### config.mk
export PLATFORM = sky130hd
export DESIGN_NAME = sdpo_offset
export DESIGN_NICKNAME = d
export VERILOG_FILES = /design/src/hw/rtl/sdpo_pkg.sv /design/src/hw/rtl/sdpo_offset.sv
export SDC_FILE = /design/constraint.sdc
export NUM_CORES = 2
export LEC_CHECK = 0
export ABC_AREA = 0
export BUFFER_PORTS_ARGS = -buffer_cell sky130_fd_sc_hd__buf_4
export CAP_MARGIN = 25
export CORE_MARGIN = 2
export CORE_UTILIZATION = 60
export CTS_CLUSTER_DIAMETER = 100
export CTS_CLUSTER_SIZE = 24
export DETAILED_ROUTE_END_ITERATION = 16
export GPL_TIMING_DRIVEN = 0
export PLACE_DENSITY_LB_ADDON = 0.15
export RECOVER_POWER = 50
export SLEW_MARGIN = 20
export SYNTH_ARGS = -nofsm -noshare
export SYNTH_HDL_FRONTEND = slang
export SYNTH_SLANG_ARGS = --single-unit
### constraint.sdc
create_clock -name clk -period 7.7 [get_ports clk]
set_input_delay 1.155 -clock clk [delete_from_list [all_inputs] [get_ports clk]]
set_output_delay 1.155 -clock clk [all_outputs]
set_load 0.01 [all_outputs]
### src/hw/rtl/sdpo_pkg.sv
// ============================================================================
// sdpo_pkg
// Shared constants, types and the cosine table of the shaded disk overlay.
// ============================================================================
package sdpo_pkg;

    localparam int MAX_DIMENSION = 4096;
    localparam int DIM_W         = $clog2(MAX_DIMENSION) + 1;
    localparam int CFG_W         = 13;
    localparam int PIX_W         = 12;
    localparam int CH_W          = 8;
    localparam int FRAME_W       = 9;
    localparam int COS_W         = 16;
    localparam int COS_ENTRIES   = 2 ** FRAME_W;

    localparam int R_W           = 9;
    localparam int CX_W          = 12;
    localparam int SX_W          = 13;
    localparam int POS_W         = 14;
    localparam int H38_W         = 11;
    localparam int H34_W         = 12;
    localparam int T_W           = 12;
    localparam int PROD_W        = COS_W + H38_W;
    localparam int DIV10_MUL     = 52429;
    localparam int DIV10_W       = 16;
    localparam int DIV10_SHIFT   = 19;
    localparam int DIV_PROD_W    = DIM_W + DIV10_W;
    localparam int COS_FRAC      = 15;

    localparam int ROOT_W        = 13;
    localparam int RAD_W         = 2 * ROOT_W;

    localparam int GEOM_LAT      = 6;
    localparam int OFFSET_LAT    = 3;
    localparam int ISQRT_LAT     = ROOT_W;
    localparam int SIDE_LAT      = OFFSET_LAT + ISQRT_LAT;
    localparam int PIPE_LAT      = GEOM_LAT + SIDE_LAT + 1;

    localparam int CFG_IDX_W     = 2;

    localparam logic [63:0] TWO_PI_Q48  = 64'h6487ED5110B46;
    localparam logic [63:0] PI_Q48      = 64'h3243F6A8885A3;
    localparam logic [63:0] HALF_PI_Q48 = 64'h1921FB54442D1;

    typedef enum logic [CFG_IDX_W-1:0] {
        CFG_FRAME_WIDTH  = 2'd0,
        CFG_FRAME_HEIGHT = 2'd1,
        CFG_FRAME_NUMBER = 2'd2
    } cfg_reg_t;

    typedef struct packed {
        logic [DIM_W-1:0]        wc;
        logic [DIM_W-1:0]        hc;
        logic [R_W-1:0]          r;
        logic [CX_W-1:0]         cx;
        logic [SX_W-1:0]         sx;
        logic signed [POS_W-1:0] cy;
        logic signed [POS_W-1:0] sy;
    } geom_t;

    typedef struct packed {
        logic [PIX_W-1:0] px;
        logic [PIX_W-1:0] py;
        logic [CH_W-1:0]  red;
        logic [CH_W-1:0]  green;
        logic [CH_W-1:0]  blue;
    } pix_t;

    typedef struct packed {
        logic             inframe;
        logic [R_W-1:0]   r;
        logic [CH_W-1:0]  red;
        logic [CH_W-1:0]  green;
        logic [CH_W-1:0]  blue;
    } side_t;

    typedef logic signed [COS_W-1:0] cos_rom_t [COS_ENTRIES];

    // cos(n rad) in Q1.15 via range reduction and a 13-term series
    function automatic cos_rom_t build_cos_rom();
        cos_rom_t           rom;
        logic [63:0]        rem;
        logic [63:0]        x;
        logic [63:0]        x2;
        logic [63:0]        term;
        logic [63:0]        q;
        logic signed [63:0] sum;
        logic               neg;
        for (int n = 0; n < COS_ENTRIES; n++)
        begin
            neg = 1'b0;
            rem = (64'(n) << 48) % TWO_PI_Q48;
            if (rem > PI_Q48)
            begin
                rem = TWO_PI_Q48 - rem;
            end
            if (rem > HALF_PI_Q48)
            begin
                rem = PI_Q48 - rem;
                neg = 1'b1;
            end
            x    = rem >> 18;
            x2   = (x * x) >> 30;
            term = 64'd1 << 30;
            sum  = $signed(term);
            for (int k = 1; k <= 12; k++)
            begin
                term = ((term * x2) >> 30) / 64'((2 * k - 1) * (2 * k));
                if ((k % 2) == 1)
                begin
                    sum = sum - $signed(term);
                end
                else
                begin
                    sum = sum + $signed(term);
                end
            end
            if (sum < 0)
            begin
                sum = '0;
            end
            q = ($unsigned(sum) + (64'd1 << 14)) >> 15;
            if (q > 64'd32767)
            begin
                q = 64'd32767;
            end
            rom[n] = neg ? -$signed(COS_W'(q)) : $signed(COS_W'(q));
        end
        return rom;
    endfunction

    localparam cos_rom_t COS_ROM = build_cos_rom();

endpackage

### src/hw/rtl/sdpo_offset.sv
// ============================================================================
// sdpo_offset
// Offsets to ball center and highlight, squared and summed over three stages.
// ============================================================================
module sdpo_offset
    import sdpo_pkg::*;
(
    input  logic             clk,
    input  geom_t            geom,
    input  logic [PIX_W-1:0] px,
    input  logic [PIX_W-1:0] py,
    output logic [RAD_W-1:0] center_sq,
    output logic [RAD_W-1:0] spot_sq
);

    logic signed [POS_W-1:0]   dx_reg, dy_reg, ex_reg, ey_reg;
    logic signed [2*POS_W-1:0] dx_sq, dy_sq, ex_sq, ey_sq;
    logic [RAD_W-1:0]          dx2_reg, dy2_reg, ex2_reg, ey2_reg;
    logic [RAD_W-1:0]          center_sq_reg, spot_sq_reg;

    assign dx_sq = dx_reg * dx_reg;
    assign dy_sq = dy_reg * dy_reg;
    assign ex_sq = ex_reg * ex_reg;
    assign ey_sq = ey_reg * ey_reg;

    always_ff @(posedge clk)
    begin
        dx_reg <= $signed({2'b00, geom.cx}) - $signed({2'b00, px});
        dy_reg <= geom.cy - $signed({2'b00, py});
        ex_reg <= $signed({1'b0, geom.sx}) - $signed({2'b00, px});
        ey_reg <= geom.sy - $signed({2'b00, py});

        dx2_reg <= dx_sq[RAD_W-1:0];
        dy2_reg <= dy_sq[RAD_W-1:0];
        ex2_reg <= ex_sq[RAD_W-1:0];
        ey2_reg <= ey_sq[RAD_W-1:0];

        center_sq_reg <= dx2_reg + dy2_reg;
        spot_sq_reg   <= ex2_reg + ey2_reg;
    end

    assign center_sq = center_sq_reg;
    assign spot_sq   = spot_sq_reg;

endmodule

**Yosys cells after proc, flatten, opt, wreduce, memory -nomap -nowiden**

Index checks and enable logic that the tools add are counted.
W data, S select, Z words.

- Bitwise gates (word level): 0
- $mul: 4
- Magnitude comparators: 0
- Multiplexer cells: 0
- Add/sub/neg operators: 6
- Equal/unequal tests: 0
- Div/mod/pow operators: 0
- Shifts and indexed selects: 0
- Reduce and logical (&&, ||, !) cells: 0

Operators by type and width:

| operator | count |
|---|---|
| $mul A14 B14 Y26 | 3 |
| $add A26 B26 Y26 | 2 |
| $sub A14 B13 Y14 | 2 |
| $mul A13 B13 Y26 | 1 |
| $sub A13 B12 Y14 | 1 |
| $sub A12 B12 Y13 | 1 |

- Register bits: 211
- Bits in latches: 0
- Memories kept: 0
- Output and inout port bits: 52
- Bits in writable memories: 0
- Word-level logic and storage cells: 20
- ROM bits: 0

**Logic depth before layout (Yosys ltp)**

- Depth in word-level cells: 1
- Depth in mapped cells: 26
- Mapped depth without buffers: 25

**Worst setup path after synthesis**

OpenSTA, ideal clock, no wires.

- Kind: register to register
- Start: reg dy_reg[4]
- End: reg dy2_reg[25]
- Arrival: 5.982 ns
- Stages on the path, launching flop included: 24
- Path buffers: 1
- Slack: 1.646 ns
- Period minus slack after synthesis: 6.054 ns
- Path through: dfxtp_1 -> clkbuf_1 -> nand2_1 -> fa_1 -> inv_1 -> fa_1 -> fa_1 -> inv_1 -> fa_1 -> inv_1 -> fa_1 -> inv_1 -> fa_1 -> inv_1 -> ha_1 -> o21a_1 -> o21ai_0 -> a21oi_1 -> or3b_1 -> a211oi_1 -> o211ai_1 -> a31o_1 -> a21oi_1 -> xnor2_1

- Word-level cells in the longest chain between the ends: 1

Ends and longest elaborated chain:

| item | RTL line | text |
|---|---|---|
| start: declaration | sdpo_offset.sv:16 | `logic signed [POS_W-1:0] dx_reg, dy_reg, ex_reg, ey_reg;` |
| start signal: assignment | sdpo_offset.sv:29 | `dy_reg <= geom.cy - $signed({2'b00, py});` |
| $mul A14 B14 Y26 | sdpo_offset.sv:22 | `assign dy_sq = dy_reg * dy_reg;` |
| named net dy_sq[25] | sdpo_offset.sv:17 | `logic signed [2*POS_W-1:0] dx_sq, dy_sq, ex_sq, ey_sq;` |
| end signal: assignment | sdpo_offset.sv:34 | `dy2_reg <= dy_sq[RAD_W-1:0];` |
| end: declaration | sdpo_offset.sv:18 | `logic [RAD_W-1:0] dx2_reg, dy2_reg, ex2_reg, ey2_reg;` |

The timed path passes the listed nets, and every way through them passes these cells.

**Worst setup path after layout**

Same ends and word-level chain as after synthesis.

==> impl_metrics.tcl <==
set metrics [dict create \
    outcome "completed" \
    rows 84 \
    grt_pass1_vias 24200 \
    drt_iter0_markers 1151 \
    grt_antenna_before_repair 0 \
    synth_nets 4485 \
    cts_resized 0 \
    setup_tns_ns 0 \
    slew_violations 0 \
    cpPeakStageDelay_ns 0.65 \
    totalWireLength_mm 69.4 \
    cts_htree_levels 1 \
    cp-start-kind "register" \
    cts_root_buf "clkbuf_16" \
    end_kind "register" \
    hold_violations 0 \
    hold_buffers 0 \
    drive_gt1_frac 0.0373 \
    post-place-ws_ns 0.473 \
    finalCriticalPeriod_ns 7.27 \
    crit_chain "clkbuf_1, nand2_1, fa_1, inv_1, fa_1, fa_1, inv_1, fa_1, inv_1, fa_1, inv_1, fa_1, inv_1, ha_1, o21a_1, o21ai_0, a21oi_1, or3b_1, a211oi_1, o211ai_1, a31o_1, a21oi_1, xnor2_1" \
    grt_util_all_layers 0.261 \
    tightestPinTransition_ns 0.738 \
    finalSetupViolCount 0 \
    critical_path_required_ns 8.09 \
    async_flop_share 0 \
    hold_path_class "register to register" \
    drtAntennaViolNets 0 \
    synth_edf_count 0 \
    dr_wl_met2_mm 35.7 \
    setup_slack_ns 0.427 \
    grt_pass1_wl_mm 117 \
    numPortBuffers 129 \
    fmax_ghz 0.137 \
    area_growth_pct 6.84 \
    met3_length_mm 2.72 \
    first_pass_iters 5 \
    synth_cell_type_count 61 \
    synth.cell_area_um2 32200 \
    dr_total_vias 22300 \
    core_um2 52900 \
    syn_avg_cell_area_um2 9.52 \
    clk_latency_ns 0.52 \
    synth_flop_cell "dfxtp_1" \
    critPathMostFrequentCell "fa_1" \
    start_util 0.609 \
    die_x_um 236 \
    relSlewSlack 0.508 \
    grt_max_degree 25 \
    nNetsFinal 4632 \
    yosysSeqAreaShare 0.129 \
    drv_cap 0 \
    drcViolationCount 0 \
    cts_tree "done" \
    cts_made_buffers 16 \
    cp_max_fo 10 \
    finClkSkew_ns 0.0192 \
    gp_congestion 0.921 \
    fillers 4383 \
    dp_hpwl_mm 60.2 \
    rsz0062_at_grt "false" \
    maxUsedRoutingLayer "met4" \
    postCtsSetupBuffers 0 \
    die_area_um2 55600 \
    critPathKind "register to register" \
    fin_crit_sh 0.945 \
    clockBufferDepth 3 \
    ys.warnings.count 0 \
    diodes 0 \
    vias_per_cell 5.28 \
    overflow 0 \
    synthCells 3383 \
    slowest_stage "dfxtp_1" \
    path_clk_slew_ns 0.09 \
    synth-seq-cells 207 \
    wl_met1_mm 29.7 \
    wl_per_cell_um 16.4 \
    cp.arrival_ns 7.67 \
    clock-sinks 207 \
    io-pin-count 165 \
    dieHeight_um 236 \
]
## stage by stage
stage / utilization / area, um2 / hold slack, ns / std cells
after floorplan: - / 32200 / 0.377 / 3383
after global routing: 0.651 / 34400 / 0.492 / 4226
final: 0.651 / 34400 / 0.480 / 4226
after detailed placement: 0.644 / 34000 / 0.465 / 4200
after CTS: 0.655 / 34600 / 0.485 / 4226
after global placement: 0.644 / 34000 / 0.458 / 4200
## placed cells by master (no fill, tap or decap), types with 9 or more instances in the layout
cell and n:
clkbuf_16 17, clkbuf_1 120, a21boi_0 18, a21o_1 52, and2_1 118, o21bai_1 12, o21ai_0 66, ha_1 358
dfxtp_1 207, nor3_1 23, o21a_1 25, a21oi_1 78, nand3_1 14, xnor2_1 161, nand2b_1 25, nand2_1 243
a31oi_1 12, or2_2 10, o21ai_1 14, xor2_1 54, inv_1 858, buf_4 70, fa_1 631, a211oi_1 11
nor2b_1 59, nor2_1 187, a31o_2 9
## Yosys cell counts (all sizes together) (2+ instances only)
| cell | instances | area, um2 |
|---|---|---|
| xor2 | 54 | 473 |
| mux2 | 4 | 45.0 |
| nor2 | 187 | 702 |
| a41o | 6 | 60.1 |
| xnor2 | 161 | 1410 |
| clkinv | 2 | 7.51 |
| and2 | 119 | 746 |
| or3 | 4 | 25.0 |
| o2111ai | 2 | 17.5 |
| clkbuf | 64 | 240 |
| nand2b | 25 | 156 |
| a21oi | 79 | 403 |
| nor3 | 23 | 115 |
| o21bai | 12 | 90.1 |
| and3 | 10 | 65.1 |
| a31o | 11 | 96.4 |
| nand3 | 14 | 70.1 |
| o21a | 25 | 188 |
| inv | 858 | 3220 |
| a221oi | 4 | 41.3 |
| nor2b | 59 | 369 |
| mux2i | 3 | 30.0 |
| a31oi | 12 | 75.1 |
| and4 | 2 | 17.5 |
| o41ai | 6 | 71.3 |
| a21boi | 20 | 150 |
| nor4 | 2 | 12.5 |
| nand4 | 2 | 12.5 |
| o21ai | 80 | 400 |
| or2 | 11 | 68.8 |
| fa | 631 | 12600 |
| nand2 | 243 | 912 |
| ha | 358 | 4480 |
| a21o | 52 | 390 |
| a211oi | 13 | 108 |
| dfxtp | 207 | 4140 |
| o211ai | 2 | 15.0 |
| o211a | 3 | 30.0 |
## path summary, 6_finish.rpt
| path | from | to | slack [ns] | depth (start not counted) |
|---|---|---|---|---|
| min reg2reg | dx2_reg[0] | center_sq[0] | 0.48 | 1 |
| max | dy_reg[4] | dy2_reg[25] | 0.43 | 23 |
| max reg2reg | dy_reg[4] | dy2_reg[25] | 0.43 | 23 |
| min | dx2_reg[0] | center_sq[0] | 0.48 | 1 |
## area by class of cell
cell class | count | area [um2] | area share
multi-input cells | 2252 | 24600 | 0.714
flip-flops and latches | 207 | 4140 | 0.120
inverters | 860 | 3230 | 0.0938
well taps | 688 | 861 | 0.0250
repair buffers | 129 | 762 | 0.0221
clock buffers | 18 | 429 | 0.0125
plain buffers | 64 | 240 | 0.00698
clock inverters | 8 | 161 | 0.00469
## logic make-up after synthesis
| logic type | after synthesis | share of synthesized area |
|---|---|---|
| compound gates | 335 | 0.0687 |
| xor+xnor | 215 | 0.0585 |
| fa+ha+maj | 989 | 0.531 |
| buf+inv | 924 | 0.108 |
| flops | 207 | 0.129 |
| mux | 7 | 0.00233 |
| simple gates | 706 | 0.103 |
## worst max-delay path, delay by kind of cell (launching register included)
| family | cells | cell delay [ns] |
|---|---|---|
| adders and majority gates | 7 | 3.36 |
| AOI/OAI and AO/OA | 7 | 1.55 |
| buffers and inverters | 6 | 0.79 |
| DFF | 1 | 0.65 |
| and+or+nand+nor | 2 | 0.58 |
| xor gates and xnor gates | 1 | 0.23 |
## per-layer routing
layer,GRT usage,vias to the layer above
met1,0.344,11300
met3,0.0217,78
met2,0.471,437
li1,-,10500
met4,0.0556,0
met5,0,-
Power is left out: the tool's default activity adds up to more than one toggle a clock period on the data nets, which glitch-free logic cannot reach.
