$ cat src/hw/rtl/sdpo_pkg.sv
// ============================================================================
// sdpo_pkg
// Shared constants, types and the cosine table of the shaded disk overlay.
// ============================================================================
package sdpo_pkg;

    localparam int MAX_DIMENSION = 4096;
    localparam int DIM_W         = $clog2(MAX_DIMENSION) + 1;
    localparam int CFG_W         = 13;
    localparam int PIX_W         = 12;
    localparam int CH_W          = 8;
    localparam int FRAME_W       = 9;
    localparam int COS_W         = 16;
    localparam int COS_ENTRIES   = 2 ** FRAME_W;

    localparam int R_W           = 9;
    localparam int CX_W          = 12;
    localparam int SX_W          = 13;
    localparam int POS_W         = 14;
    localparam int H38_W         = 11;
    localparam int H34_W         = 12;
    localparam int T_W           = 12;
    localparam int PROD_W        = COS_W + H38_W;
    localparam int DIV10_MUL     = 52429;
    localparam int DIV10_W       = 16;
    localparam int DIV10_SHIFT   = 19;
    localparam int DIV_PROD_W    = DIM_W + DIV10_W;
    localparam int COS_FRAC      = 15;

    localparam int ROOT_W        = 13;
    localparam int RAD_W         = 2 * ROOT_W;

    localparam int GEOM_LAT      = 6;
    localparam int OFFSET_LAT    = 3;
    localparam int ISQRT_LAT     = ROOT_W;
    localparam int SIDE_LAT      = OFFSET_LAT + ISQRT_LAT;
    localparam int PIPE_LAT      = GEOM_LAT + SIDE_LAT + 1;

    localparam int CFG_IDX_W     = 2;

    localparam logic [63:0] TWO_PI_Q48  = 64'h6487ED5110B46;
    localparam logic [63:0] PI_Q48      = 64'h3243F6A8885A3;
    localparam logic [63:0] HALF_PI_Q48 = 64'h1921FB54442D1;

    typedef enum logic [CFG_IDX_W-1:0] {
        CFG_FRAME_WIDTH  = 2'd0,
        CFG_FRAME_HEIGHT = 2'd1,
        CFG_FRAME_NUMBER = 2'd2
    } cfg_reg_t;

    typedef struct packed {
        logic [DIM_W-1:0]        wc;
        logic [DIM_W-1:0]        hc;
        logic [R_W-1:0]          r;
        logic [CX_W-1:0]         cx;
        logic [SX_W-1:0]         sx;
        logic signed [POS_W-1:0] cy;
        logic signed [POS_W-1:0] sy;
    } geom_t;

    typedef struct packed {
        logic [PIX_W-1:0] px;
        logic [PIX_W-1:0] py;
        logic [CH_W-1:0]  red;
        logic [CH_W-1:0]  green;
        logic [CH_W-1:0]  blue;
    } pix_t;

    typedef struct packed {
        logic             inframe;
        logic [R_W-1:0]   r;
        logic [CH_W-1:0]  red;
        logic [CH_W-1:0]  green;
        logic [CH_W-1:0]  blue;
    } side_t;

    typedef logic signed [COS_W-1:0] cos_rom_t [COS_ENTRIES];

    // cos(n rad) in Q1.15 via range reduction and a 13-term series
    function automatic cos_rom_t build_cos_rom();
        cos_rom_t           rom;
        logic [63:0]        rem;
        logic [63:0]        x;
        logic [63:0]        x2;
        logic [63:0]        term;
        logic [63:0]        q;
        logic signed [63:0] sum;
        logic               neg;
        for (int n = 0; n < COS_ENTRIES; n++)
        begin
            neg = 1'b0;
            rem = (64'(n) << 48) % TWO_PI_Q48;
            if (rem > PI_Q48)
            begin
                rem = TWO_PI_Q48 - rem;
            end
            if (rem > HALF_PI_Q48)
            begin
                rem = PI_Q48 - rem;
                neg = 1'b1;
            end
            x    = rem >> 18;
            x2   = (x * x) >> 30;
            term = 64'd1 << 30;
            sum  = $signed(term);
            for (int k = 1; k <= 12; k++)
            begin
                term = ((term * x2) >> 30) / 64'((2 * k - 1) * (2 * k));
                if ((k % 2) == 1)
                begin
                    sum = sum - $signed(term);
                end
                else
                begin
                    sum = sum + $signed(term);
                end
            end
            if (sum < 0)
            begin
                sum = '0;
            end
            q = ($unsigned(sum) + (64'd1 << 14)) >> 15;
            if (q > 64'd32767)
            begin
                q = 64'd32767;
            end
            rom[n] = neg ? -$signed(COS_W'(q)) : $signed(COS_W'(q));
        end
        return rom;
    endfunction

    localparam cos_rom_t COS_ROM = build_cos_rom();

endpackage

$ cat src/hw/rtl/sdpo_isqrt.sv
// ============================================================================
// sdpo_isqrt
// Floor square root, one result bit per pipeline stage.
// ============================================================================
module sdpo_isqrt
    import sdpo_pkg::*;
(
    input  logic              clk,
    input  logic [RAD_W-1:0]  radicand,
    output logic [ROOT_W-1:0] root
);

    logic [RAD_W-1:0]  rad_reg  [ROOT_W-1];
    logic [ROOT_W:0]   rem_reg  [ROOT_W-1];
    logic [ROOT_W-1:0] root_reg [ROOT_W];

    for (genvar s = 0; s < ROOT_W; s++)
    begin : g_stage
        logic [RAD_W-1:0]  rad_in;
        logic [ROOT_W:0]   rem_in;
        logic [ROOT_W-1:0] root_in;
        logic [ROOT_W+2:0] partial;
        logic [ROOT_W+2:0] trial;
        logic [ROOT_W+2:0] diff;
        logic              fits;
        logic [ROOT_W:0]   rem_next;
        logic [ROOT_W-1:0] root_next;

        if (s == 0)
        begin : g_first
            assign rad_in  = radicand;
            assign rem_in  = '0;
            assign root_in = '0;
        end
        else
        begin : g_rest
            assign rad_in  = rad_reg[s-1];
            assign rem_in  = rem_reg[s-1];
            assign root_in = root_reg[s-1];
        end

        assign partial   = {rem_in, rad_in[RAD_W-1 -: 2]};
        assign trial     = {1'b0, root_in, 2'b01};
        assign diff      = partial - trial;
        assign fits      = (partial >= trial);
        assign rem_next  = fits ? diff[ROOT_W:0] : partial[ROOT_W:0];
        assign root_next = {root_in[ROOT_W-2:0], fits};

        always_ff @(posedge clk)
        begin
            root_reg[s] <= root_next;
        end

        if (s < ROOT_W - 1)
        begin : g_carry
            always_ff @(posedge clk)
            begin
                rad_reg[s] <= {rad_in[RAD_W-3:0], 2'b00};
                rem_reg[s] <= rem_next;
            end
        end
    end

    assign root = root_reg[ROOT_W-1];

endmodule
$ cat config.mk
export PLATFORM = sky130hd
export DESIGN_NAME = sdpo_isqrt
export DESIGN_NICKNAME = d
export VERILOG_FILES = /design/src/hw/rtl/sdpo_pkg.sv /design/src/hw/rtl/sdpo_isqrt.sv
export SDC_FILE = /design/constraint.sdc
export NUM_CORES = 1
export LEC_CHECK = 0
export BUFFER_PORTS_ARGS = -buffer_cell sky130_fd_sc_hd__buf_4
export CAP_MARGIN = 20
export CORE_MARGIN = 2
export CORE_UTILIZATION = 55
export CTS_BUF_LIST = sky130_fd_sc_hd__clkbuf_4 sky130_fd_sc_hd__clkbuf_8 sky130_fd_sc_hd__clkbuf_16
export DETAILED_ROUTE_END_ITERATION = 8
export PLACE_DENSITY = 0.74
export SYNTH_ARGS = -nofsm -noshare
export SYNTH_HDL_FRONTEND = slang
export SYNTH_SLANG_ARGS = --single-unit
$ cat constraint.sdc
create_clock -name clk -period 2.4 [get_ports clk]
set_input_delay 0.24 -clock clk [delete_from_list [all_inputs] [get_ports clk]]
set_output_delay 0.24 -clock clk [all_outputs]
set_load 0.005 [all_outputs]
=== Word level (Yosys, flattened, before mapping) ===
Memories as Yosys holds them, arrays and structs flattened.
Index checks and enable logic that the tools add are counted.

* Register bits after elaboration: 0
* Logic and storage cells: 40
* Output and inout bits: 13
* Memories kept: 3
* Input port bits: 27
* Bits in writable memories: 625

* Mux-type cells: 12
* $add $sub $neg: 12
* $lt $le $gt $ge: 13

{| class="wikitable"
|+ Memory list
! name !! depth !! bits a word !! read ports !! clocked after memory_dff !! wr ports !! line !! text
|-
| rad_reg || 12 || 24 || 12 || 0 || 12 || sdpo_isqrt.sv:13 || <nowiki>logic [RAD_W-1:0] rad_reg [ROOT_W-1];</nowiki>
|-
| root_reg || 13 || 13 || 13 || 0 || 13 || sdpo_isqrt.sv:15 || <nowiki>logic [ROOT_W-1:0] root_reg [ROOT_W];</nowiki>
|-
| rem_reg || 12 || 14 || 12 || 0 || 12 || sdpo_isqrt.sv:14 || <nowiki>logic [ROOT_W:0] rem_reg [ROOT_W-1];</nowiki>
|}

{| class="wikitable"
|+ Operators by type and width
! operator !! count
|-
| $ge 16x15->1 || 12
|-
| $mux 14 || 12
|-
| $sub 14x14->14 || 11
|-
| $sub 2x1->3 const B || 1
|-
| $ge 2x1->1 const B || 1
|}

=== Logic depth before layout (Yosys ltp) ===
Gate-level depths: netlist of the first run.
An unclocked memory read counts as a cell.

* Depth in word-level cells: 3
* Depth in mapped cells: 10
* Gate-level depth less buffers: 9

=== Worst setup path after synthesis of the first run ===
Ideal clock, no wire load.

* Kind: register to register
* Start: mem root_reg[9][3], in the netlist root_reg[1][16]
* End: mem rem_reg[5][6] (netlist name)
* Setup time: 121 ps
* Setup slack: 43 ps
* Data arrival time: 2236 ps
* Clock period less this slack: 2357 ps
* Buffers on the path: 0
* Cell stages (with the launch flop): 9
* Required time: 2279 ps
* Cells stage by stage: dfxtp_1 inv_1 ha_1 a211oi_1 nor2_1 or3_1 a311oi_2 inv_2 mux2_2

{| class="wikitable"
|+ RTL lines
! element !! line
|-
| start, declared || sdpo_isqrt.sv:15
|-
| end, declared || sdpo_isqrt.sv:14
|}

==> reports/metrics.csv, run 1 <==
stage,metric,value,unit
finish,fin_area,0.0171,sq mm
logic_synthesis,syn_inst,1362,
global_route,grt_antenna_before_repair,0,
power,ir_drop,0.851,mV
route,wl,26000,microns
finish,finalNetCount,1635,
place,dp_cells,1765,
timing,min_period,2.30,ns
cts,cts-root-buf,clkbuf_16,
logic_synthesis,postSynth.asyncResetShare,0,%
logic_synthesis,ys.flop_type,dfxtp_1,
setup_path,cp_top_family,simple AND/OR/NAND/NOR gates,
die,rows,59,
finish,n_antenna_cell,0,
finish,layout_common_cells,"dfxtp_1, inv_1, ha_1",
timing,hold_viol,0,
setup_path,crit_required,2.80,ns
power,total_leakage_power,8.11,nW
finish,multi_input_area,0.00582,sq mm
die,ios,40,
route,vias,9552,
logic_synthesis,synth_cell_types,66,
finish,drive_above_1_share,13.4,%
place,hpwl,18600,microns
cts,clock_path_buffers,3,
timing,finalCritPeriodShare,96.0,%
die,initial_utilization,55.5,%
cts,tritoncts,yes,
finish,area_growth,19.3,%
global_route,use_met3,3.40,%
timing,maxSlewViolCount,0,
cts,clock_sinks,401,
logic_synthesis,syn_nets,1492,
route,drtIter0Drc,472,
setup_path,path_class,flip-flop to flip-flop,
outcome,status,"finished, final reports clean",
global_route,gr-usage-met2,34.6,%
setup_path,worst-path-buf-inv,1,
die,fp.dieH,166,microns
global_route,use_met1,23.8,%
global_route,grt_pass1_vias,9378,
finish,mostFrequentLayoutCell,dfxtp_1,
timing,finClkSkew,0.0177,ns
setup_path,cp-start-kind,flip-flop,
setup_path,arrival,2.71,ns
setup_path,end_kind,flip-flop,
route,drc,0,
place,io_buffer_count,39,
cts,h-tree-depth,2,
global_route,top_usage_layer,met2,
logic_synthesis,synth_edf_count,0,
logic_synthesis,syn_area_per_cell,10.5,sq um
finish,fill_cells,1973,
finish,seqCellArea,0.00803,sq mm
global_route,grt-ovfl-total,0,
global_route,grt_usage,19.4,%
finish,fin_cells,1870,
setup_path,cp_max_fo,6,
setup_path,path_cells,"or3_1, or4_4, or3_4, nor3_4, buf_4, nor4_1, xor2_1",
cts,worstSkewPairLatency,0.54,ns
run,cap_violations,0,
timing,fin_setup_tns,0,ns
logic_synthesis,synth_area,0.0144,sq mm
die,core,0.0258,sq mm
timing,setup_ws,0.0952,ns
logic_synthesis,yosysWarnings,0,
finish,largest_reg_flops,156,
timing,max_freq,434,MHz
route,dr.pass1.iters,5,
setup_path,crit_slowest_cell,or4_4,
hold_path,hp-class,flip-flop to flip-flop,
cts,path_clk_slew,0.06,ns
place,placed_area,0.0153,sq mm
power,powerDensity,1120,mW/mm^2
timing,hold_ws,0.321,ns
place,dp_slack,0.0333,ns
place,place_congestion,0.922,
logic_synthesis,ys_seq_area_share,55.9,%
global_route,grt_pass1_wl,42900,microns
global_route,grt_max_degree,21,
route,avgViaCountPerCell,5.11,
route,final_antenna_net_count,0,
route,wl_per_cell,13.9,microns
die,die_area,0.0274,sq mm
timing,setup_viol,0,
logic_synthesis,synth_area_leaders,"dfxtp_1, ha_1, xor2_1",
logic_synthesis,yosysTopAreaCellShare,55.9,%
power,p_total,19.2,mW
logic_synthesis,ys_ff_latch,401,
cts,cts_buffers,40,
finish,postLayoutCoreUtil,66.3,%
logic_synthesis,yosysTopAreaCell,dfxtp_1,
setup_path,slowest_delay,0.45,ns
die,die-width,166,microns
[worst reg2reg max path: cells and delay by family, from the launching register on]
family / cells / cell delay, ns
xor+xnor: 1 / 0.15
simple gates: 5 / 1.51
flops: 1 / 0.33
buf+inv: 1 / 0.18
[synth_stat cells (3+ instances only)]
library cell / count
o21ai_0: 67
nand3_1: 15
o22ai_1: 3
o211ai_1: 10
xor2_1: 55
mux2i_1: 8
nor4b_1: 4
a31oi_1: 5
buf_2: 4
a31o_2: 6
a21o_1: 24
dfxtp_1: 401
ha_1: 103
a21boi_0: 3
inv_1: 126
nor3_1: 50
nand2_1: 76
a211oi_1: 15
xnor2_1: 51
nor2_1: 81
o31a_1: 5
a22o_1: 3
o31ai_1: 8
nand2b_1: 17
or2_2: 5
nand4_1: 10
and2_1: 5
or3_1: 14
nor2b_1: 14
o21a_1: 14
or4_1: 7
clkbuf_1: 9
a21oi_1: 62
nor4_1: 14
o2111ai_1: 3
o21bai_1: 4
nor3b_1: 5
and3_1: 5
mux2_2: 16
[layer usage]
metal	wire (microns)	vias up
met5	0	-
met4	595	0
met3	930	51
met2	12900	175
met1	11600	4383
li1	-	4943
[where the power goes]
part	total [mW]	internal, mW	switching, mW
clock	6.46	3.92	2.54
combinational	4.10	2.01	2.09
sequential	8.61	7.88	0.729
[cell type report]
| type | count | share of cell area, % |
|---|---|---|
| flip-flops and latches | 401 | 46.9 |
| multi-input cells | 818 | 34.0 |
| clock buffers | 57 | 6.92 |
| repair buffers | 117 | 5.62 |
| inverters | 127 | 2.78 |
| well taps | 335 | 2.45 |
| clock inverters | 15 | 1.37 |
[logic make-up after synthesis]
logic type | count (synthesis) | synth area share (%)
DFF | 401 | 55.9
other | 1 | 0.0261
and+or+nand+nor | 336 | 11.9
adders and majority gates | 103 | 8.98
buffers and inverters | 143 | 3.84
muxes | 24 | 1.81
AOI/OAI and AO/OA | 248 | 11.0
xor gates and xnor gates | 106 | 6.47
[timing repair]
| item | 4_1_cts | 5_1_grt |
|---|---|---|
| setup endpoints to repair | 0 | 41 |
| resized for setup | 0 | 14 |
| hold buffers | 27 | 0 |
| setup buffers | 0 | 5 |
| hold endpoints to repair | 27 | 0 |
[worst paths after layout]
| check | from | end | slack (ns) | cells past startpoint |
|---|---|---|---|---|
| setup / recovery | rem_reg[1][5]$_DFF_P_ | rem_reg[1][24]$_DFF_P_ | 0.1 | 7 |
| hold / removal | rad_reg[0][28]$_DFF_P_ | rad_reg[1][6]$_DFF_P_ | 0.32 | 0 |
| setup reg to reg | rem_reg[1][5]$_DFF_P_ | rem_reg[1][24]$_DFF_P_ | 0.1 | 7 |
| hold reg to reg | rad_reg[0][28]$_DFF_P_ | rad_reg[1][6]$_DFF_P_ | 0.32 | 0 |
Note: power is estimated with default switching activity, not from simulation.
==> run 2: changes to the inputs <==
Settings changed: CORE_UTILIZATION 55 to 60, CTS_BUF_LIST sky130_fd_sc_hd__clkbuf_4 sky130_fd_sc_hd__clkbuf_8 sky130_fd_sc_hd__clkbuf_16 to default, PLACE_DENSITY 0.74 to 0.77.
Clock period 2.4 ns to 2.7 ns, I/O delays scaled along.
==> run 2 against run 1 <==
Compared with the run above: clock-buffer cell count fell by 6; sequential cell count did not move; total power fell by 12%; non-clock buffer count down 30.
==> reports/metrics.csv, run 2 (synthesis results as in run 1) <==
stage,metric,value,unit,change
cts,cts_buffers,39,,-2.5%
setup_path,path_cells,"inv_1, ha_1, a211oi_1, nor2_1, or3_1, a311oi_2, buf_4, inv_2, mux2_2",,
global_route,grt-ovfl-total,0,,unchanged
cts,h-tree-depth,2,,unchanged
die,die_area,0.0252,sq mm,-8.1%
route,wl,25900,microns,about the same
outcome,status,"finished, final reports clean",,
die,die-width,159,microns,-4.2%
power,intPower,12.1,mW,-12%
finish,mostFrequentLayoutCell,dfxtp_1,,
setup_path,slowest_delay,0.38,ns,-0.07 ns
setup_path,crit_required,3.12,ns,+0.32 ns
finish,fill_cells,1644,,-17%
timing,min_period,2.55,ns,+0.244 ns
timing,max_freq,392,MHz,-9.6%
finish,largest_reg_flops,156,,unchanged
timing,setup_viol,0,,unchanged
power,seqPwrFrac,45.6,%,+0.7 points
global_route,grt_max_degree,21,,unchanged
timing,rsz0062_at_grt,no,,
setup_path,path_class,flip-flop to flip-flop,,
power,clock_power_share,33.8,%,about the same
setup_path,timing.rr.start,root_reg[1][16]$_DFF_P_,,
die,core,0.0235,sq mm,-9.2%
power,ir_drop,0.855,mV,+0.52%
setup_path,r2r_setup_slack,0.15,ns,+0.06 ns
finish,postLayoutCoreUtil,71.6,%,+5.3 points
cts,cts-root-buf,clkbuf_16,,
timing,hold_viol,0,,unchanged
cts,path_clk_slew,0.06,ns,about the same
power,p_total,16.9,mW,-12%
cts,clock_sinks,401,,unchanged
setup_path,reg2reg_depth,9,,+2
setup_path,cp-start-kind,flip-flop,,
die,initial_utilization,61.1,%,+5.6 points
timing,fin_setup_tns,0,ns,unchanged
power,total_leakage_power,7.92,nW,-2.3%
setup_path,crit_cells,9,,+2
setup_path,worst-path-buf-inv,3,,+2
place,dp_cells,1725,,-2.3%
route,vias,9416,,-1.4%
finish,area_growth,17.2,%,
setup_path,arrival,2.97,ns,+0.26 ns
global_route,grt_pass1_vias,9210,,-1.8%
finish,drive_above_1_share,10.6,%,-2.8 points
finish,fin_cells,1823,,-2.5%
die,ios,40,,unchanged
route,drtIter0Drc,478,,+1.3%
place,io_buffer_count,39,,unchanged
route,avgViaCountPerCell,5.17,,+1.1%
timing,maxSlewViolCount,0,,unchanged
timing,hold_ws,0.324,ns,+0.00289 ns
setup_path,r2r-end,rem_reg[5][7]$_DFF_P_,,
setup_path,cp_max_fo,18,,+12
hold_path,hp-class,flip-flop to flip-flop,,
route,dr.pass1.iters,7,,+2
die,rows,56,,-5.1%
power,pwr-share-comb,20.6,%,-0.8 points
finish,layout_common_cells,"dfxtp_1, inv_1, ha_1",,
route,wl_per_cell,14.2,microns,+2.5%
finish,n_antenna_cell,0,,unchanged
global_route,grt_usage,21.1,%,+1.7 points
die,fp.dieH,159,microns,-4.2%
place,place_congestion,0.846,,-8.3%
power,switching_power,4.77,mW,-11%
finish,finalNetCount,1604,,-1.9%
global_route,grt_pass1_wl,42700,microns,-0.50%
cts,tritoncts,yes,,
cts,worstSkewPairLatency,0.54,ns,about the same
cts,clock_path_buffers,3,,unchanged
timing,tightest_slew,0.587,ns,
place,hpwl,17900,microns,-4.2%
setup_path,cp_top_family,compound AO/OA/AOI/OAI gates,,
power,powerDensity,1000,mW/mm^2,-10%
global_route,grt_antenna_before_repair,0,,unchanged
run,cap_violations,0,,unchanged
timing,finClkSkew,0.0186,ns,+0.000880 ns
setup_path,end_kind,flip-flop,,
power,power_switching_share,28.3,%,+0.34 points
timing,maxSlewHeadroom,60.7,%,
setup_path,crit_end,rem_reg[5][7]$_DFF_P_,,
setup_path,cp-startpoint,root_reg[1][16]$_DFF_P_,,
timing,finalCritPeriodShare,94.4,%,-1.7 points
route,drc,0,,unchanged
setup_path,crit_slowest_cell,or3_1,,
route,final_antenna_net_count,0,,unchanged
-- run 2: through the flow --
stage,setup WS (ns),area (sq um)
after detailed placement,0.00473,15100
after global routing,0.0150,16800
after CTS,0.0617,16800
after floorplan,0.343,14400
final,0.152,16800
after global placement,0.0196,15100
-- run 2: final cells by class --
| type | instances | area (sq um) | area share (%) |
|---|---|---|---|
| sequential | 401 | 8030 | 47.7 |
| clock buffer | 51 | 1070 | 6.37 |
| inverter | 127 | 477 | 2.84 |
| tap | 319 | 399 | 2.37 |
| timing repair buffer | 87 | 721 | 4.29 |
| clock inverter | 20 | 329 | 1.96 |
| multi-input combinational | 818 | 5790 | 34.4 |
-- run 2: repair_timing --
item	in CTS	in global routing
endpoints found under the hold margin	27	0
buffers inserted	0	0
setup endpoints to repair	5	12
gates resized for setup	1	2
gates cloned	0	0
hold buffers	27	0
pin swaps	0	0
-- run 2: power by group through the flow --
stage          Sequential (mW)  Clock, mW  Combinational, mW
2_1_floorplan             7.57          0               2.67
3_3_place_gp              7.76          0               3.26
3_5_place_dp              7.79          0               3.34
4_1_cts                   7.68       5.83               3.42
5_1_grt                   7.80       6.06               3.89
6_report                  7.68       5.70               3.47
-- run 2: how the worst min path moves through the flow --
stage	from	to	slack (ns)	depth (start not counted)
2_1_floorplan	radicand[0]	rad_reg[0][0]$_DFF_P_	0.30	0
3_3_place_gp	rad_reg[0][4]$_DFF_P_	rad_reg[0][30]$_DFF_P_	0.31	0
3_5_place_dp	rad_reg[0][5]$_DFF_P_	rad_reg[0][31]$_DFF_P_	0.31	0
4_1_cts	rad_reg[0][10]$_DFF_P_	rad_reg[0][36]$_DFF_P_	0.32	0
5_1_grt	rad_reg[1][21]$_DFF_P_	rad_reg[1][47]$_DFF_P_	0.32	0
6_report	rad_reg[2][13]$_DFF_P_	rad_reg[2][39]$_DFF_P_	0.32	0
-- run 2: metal layers --
layer,vias up,track usage (%),share of wire [%]
met4,0,5.58,1.8
met1,4343,26.9,46
met3,43,3.81,4.0
met5,-,0,0
li1,4875,-,-
met2,155,37.0,48
==> run 3: changes to the inputs <==
Settings changed: SETUP_SLACK_MARGIN from default to 0.4.
==> run 3 against run 2 <==
Compared with the run above: register-to-register slack better by 0.24 ns; maximum frequency up 10%; worst setup slack better by 0.24 ns; cell area up 2.6%; clock skew up 0.020 ns; sequential cell count unchanged; first-iteration DRC count up 12%; combinational power up 9.5%; worst hold slack worse by 0.0038 ns; non-clock buffer count up 14.
==> reports/metrics.csv, run 3 (synthesis results as in run 1) <==
stage,metric,value,unit,change
outcome,status,"finished, final reports clean",,
setup_path,timing.rr.start,root_reg[1][13]$_DFF_P_,,
die,die-width,159,microns,unchanged
global_route,grt_antenna_before_repair,0,,unchanged
global_route,grt_pass1_vias,9326,,+1.3%
finish,drive_above_1_share,15.3,%,+4.7 points
power,ir_drop,0.660,mV,-23%
run,cap_violations,0,,unchanged
finish,mostFrequentLayoutCell,dfxtp_1,,
finish,seqCellArea,0.00804,sq mm,+0.12%
global_route,grt-ovfl-total,0,,unchanged
place,hpwl,18000,microns,+0.74%
timing,setup_viol,0,,unchanged
timing,finalCritPeriodShare,85.5,%,-8.8 points
route,avgViaCountPerCell,5.30,,+2.6%
timing,fin_setup_tns,0,ns,unchanged
cts,tritoncts,yes,,
setup_path,r2r-end,rem_reg[5][13]$_DFF_P_,,
hold_path,hold_depth,0,,unchanged
place,io_buffer_count,39,,unchanged
timing,tightest_slew,0.578,ns,-0.00870 ns
timing,maxSlewViolCount,0,,unchanged
setup_path,cp_top_family,simple AND/OR/NAND/NOR gates,,
route,drc,0,,unchanged
finish,largest_reg_flops,156,,unchanged
finish,postLayoutCoreUtil,73.5,%,+1.9 points
finish,fill_cells,1552,,-5.6%
finish,layout_common_cells,"dfxtp_1, inv_1, ha_1",,
hold_path,hp-class,flip-flop to flip-flop,,
die,initial_utilization,61.1,%,unchanged
cts,path_clk_slew,0.07,ns,about the same
setup_path,cp-start-kind,flip-flop,,
setup_path,reg2reg_depth,9,,unchanged
route,vias,9731,,+3.3%
die,rows,56,,unchanged
setup_path,path_class,flip-flop to flip-flop,,
hold_path,min_to,rad_reg[1][12]$_DFF_P_,,
cts,worstSkewPairLatency,0.55,ns,about the same
finish,finalNetCount,1619,,+0.94%
cts,cts-root-buf,clkbuf_16,,
place,place_congestion,0.862,,+2.0%
setup_path,slowest_delay,0.41,ns,+0.03 ns
die,die_area,0.0252,sq mm,unchanged
die,fp.dieH,159,microns,unchanged
die,core,0.0235,sq mm,unchanged
finish,area_growth,20.2,%,
route,wl,27600,microns,+6.4%
route,wl_per_cell,15.0,microns,+5.6%
setup_path,end_kind,flip-flop,,
timing,finClkSkew,0.0384,ns,+0.0198 ns
setup_path,path_cells,"inv_1, ha_4, nand2b_1, a211oi_2, or3_4, a311oi_4, buf_4, nor2_1, mux2_2",,
timing,maxSlewHeadroom,61.1,%,+0.40 points
setup_path,r2r_setup_slack,0.39,ns,+0.24 ns
cts,h-tree-depth,2,,unchanged
setup_path,crit_required,3.13,ns,about the same
setup_path,cp_max_fo,5,,-13
hold_path,min_from,rad_reg[0][34]$_DFF_P_,,
global_route,grt_usage,21.6,%,+0.43 points
finish,multi_input_area,0.00612,sq mm,+5.8%
setup_path,worst-path-buf-inv,2,,-1
power,total_leakage_power,7.99,nW,+0.87%
route,drtIter0Drc,533,,+12%
global_route,grt_pass1_wl,43800,microns,+2.6%
cts,clock_path_buffers,3,,unchanged
timing,min_period,2.31,ns,-0.239 ns
global_route,grt_max_degree,21,,unchanged
timing,hold_viol,0,,unchanged
route,final_antenna_net_count,0,,unchanged
cts,clock_sinks,401,,unchanged
timing,max_freq,433,MHz,+10%
power,p_total,17.1,mW,+1.7%
finish,n_antenna_cell,0,,unchanged
timing,rsz0062_at_grt,yes,,
route,dr.pass1.iters,5,,-2
setup_path,arrival,2.74,ns,-0.23 ns
cts,cts_buffers,40,,+2.6%
power,powerDensity,994,mW/mm^2,-0.86%
die,ios,40,,unchanged
setup_path,crit_slowest_cell,or3_4,,
-- run 3: cell count changes in the layout (fill, tap and decap cells not counted), sizes merged --
cell      before  now
buf           60   73
clkinv         9    6
bufinv         6    3
clkinvlp       4    2
clkbuf        51   60
-- run 3: how the worst max path moves through the flow --
stage | startpoint | endpoint | slack, ns | cells after the start
floorplan | root_reg[1][16]$_DFF_P_ | rem_reg[5][6]$_DFF_P_ | 0.40 | 8
global placement | root_reg[1][26]$_DFF_P_ | rem_reg[5][23]$_DFF_P_ | 0.14 | 10
detailed placement | root_reg[1][26]$_DFF_P_ | rem_reg[5][23]$_DFF_P_ | 0.15 | 10
CTS | rem_reg[1][5]$_DFF_P_ | rem_reg[1][22]$_DFF_P_ | 0.37 | 7
global route | root_reg[1][3]$_DFF_P_ | rem_reg[4][27]$_DFF_P_ | 0.31 | 8
finish | root_reg[1][13]$_DFF_P_ | rem_reg[5][13]$_DFF_P_ | 0.39 | 9
-- run 3: cell type report --
type / count / share of cell area, %
inverter: 127 / 2.76
tap: 319 / 2.31
clock inverter: 12 / 1.11
clock buffer: 59 / 6.85
timing repair buffer: 101 / 4.86
sequential: 401 / 46.6
multi-input combinational: 818 / 35.5
-- run 3: through the flow --
stage	setup WS, ns	cell area, sq um	hold WS (ns)	cells
final	0.390	17200	0.320	1837
after global routing	0.309	17200	0.326	1837
after CTS	0.374	16900	0.321	1829
after detailed placement	0.149	15100	0.312	1722
after global placement	0.140	15100	0.310	1722
after floorplan	0.405	14400	0.298	1362
-- run 3: power breakdown --
part / internal, mW / total [mW] / switching, mW
registers: 7.01 / 7.73 / 0.725
logic: 1.83 / 3.80 / 1.97
clock network: 3.35 / 5.60 / 2.25
-- run 3: per-layer routing --
| layer | share of wire [%] | vias up | GRT usage, % |
|---|---|---|---|
| met5 | 0 | - | 0 |
| met4 | 2.4 | 0 | 6.82 |
| met3 | 4.3 | 54 | 3.67 |
| met2 | 49 | 218 | 37.3 |
| met1 | 44 | 4555 | 27.5 |
| li1 | - | 4904 | - |
-- run 3: what timing repair did --
item / CTS / global route
endpoints found under the hold margin: 27 / 0
hold buffers: 27 / 0
pin swaps: 3 / 15
endpoints found under the setup margin: 40 / 68
resized for setup: 12 / 66
cloned: 0 / 2
buffers inserted: 9 / 6
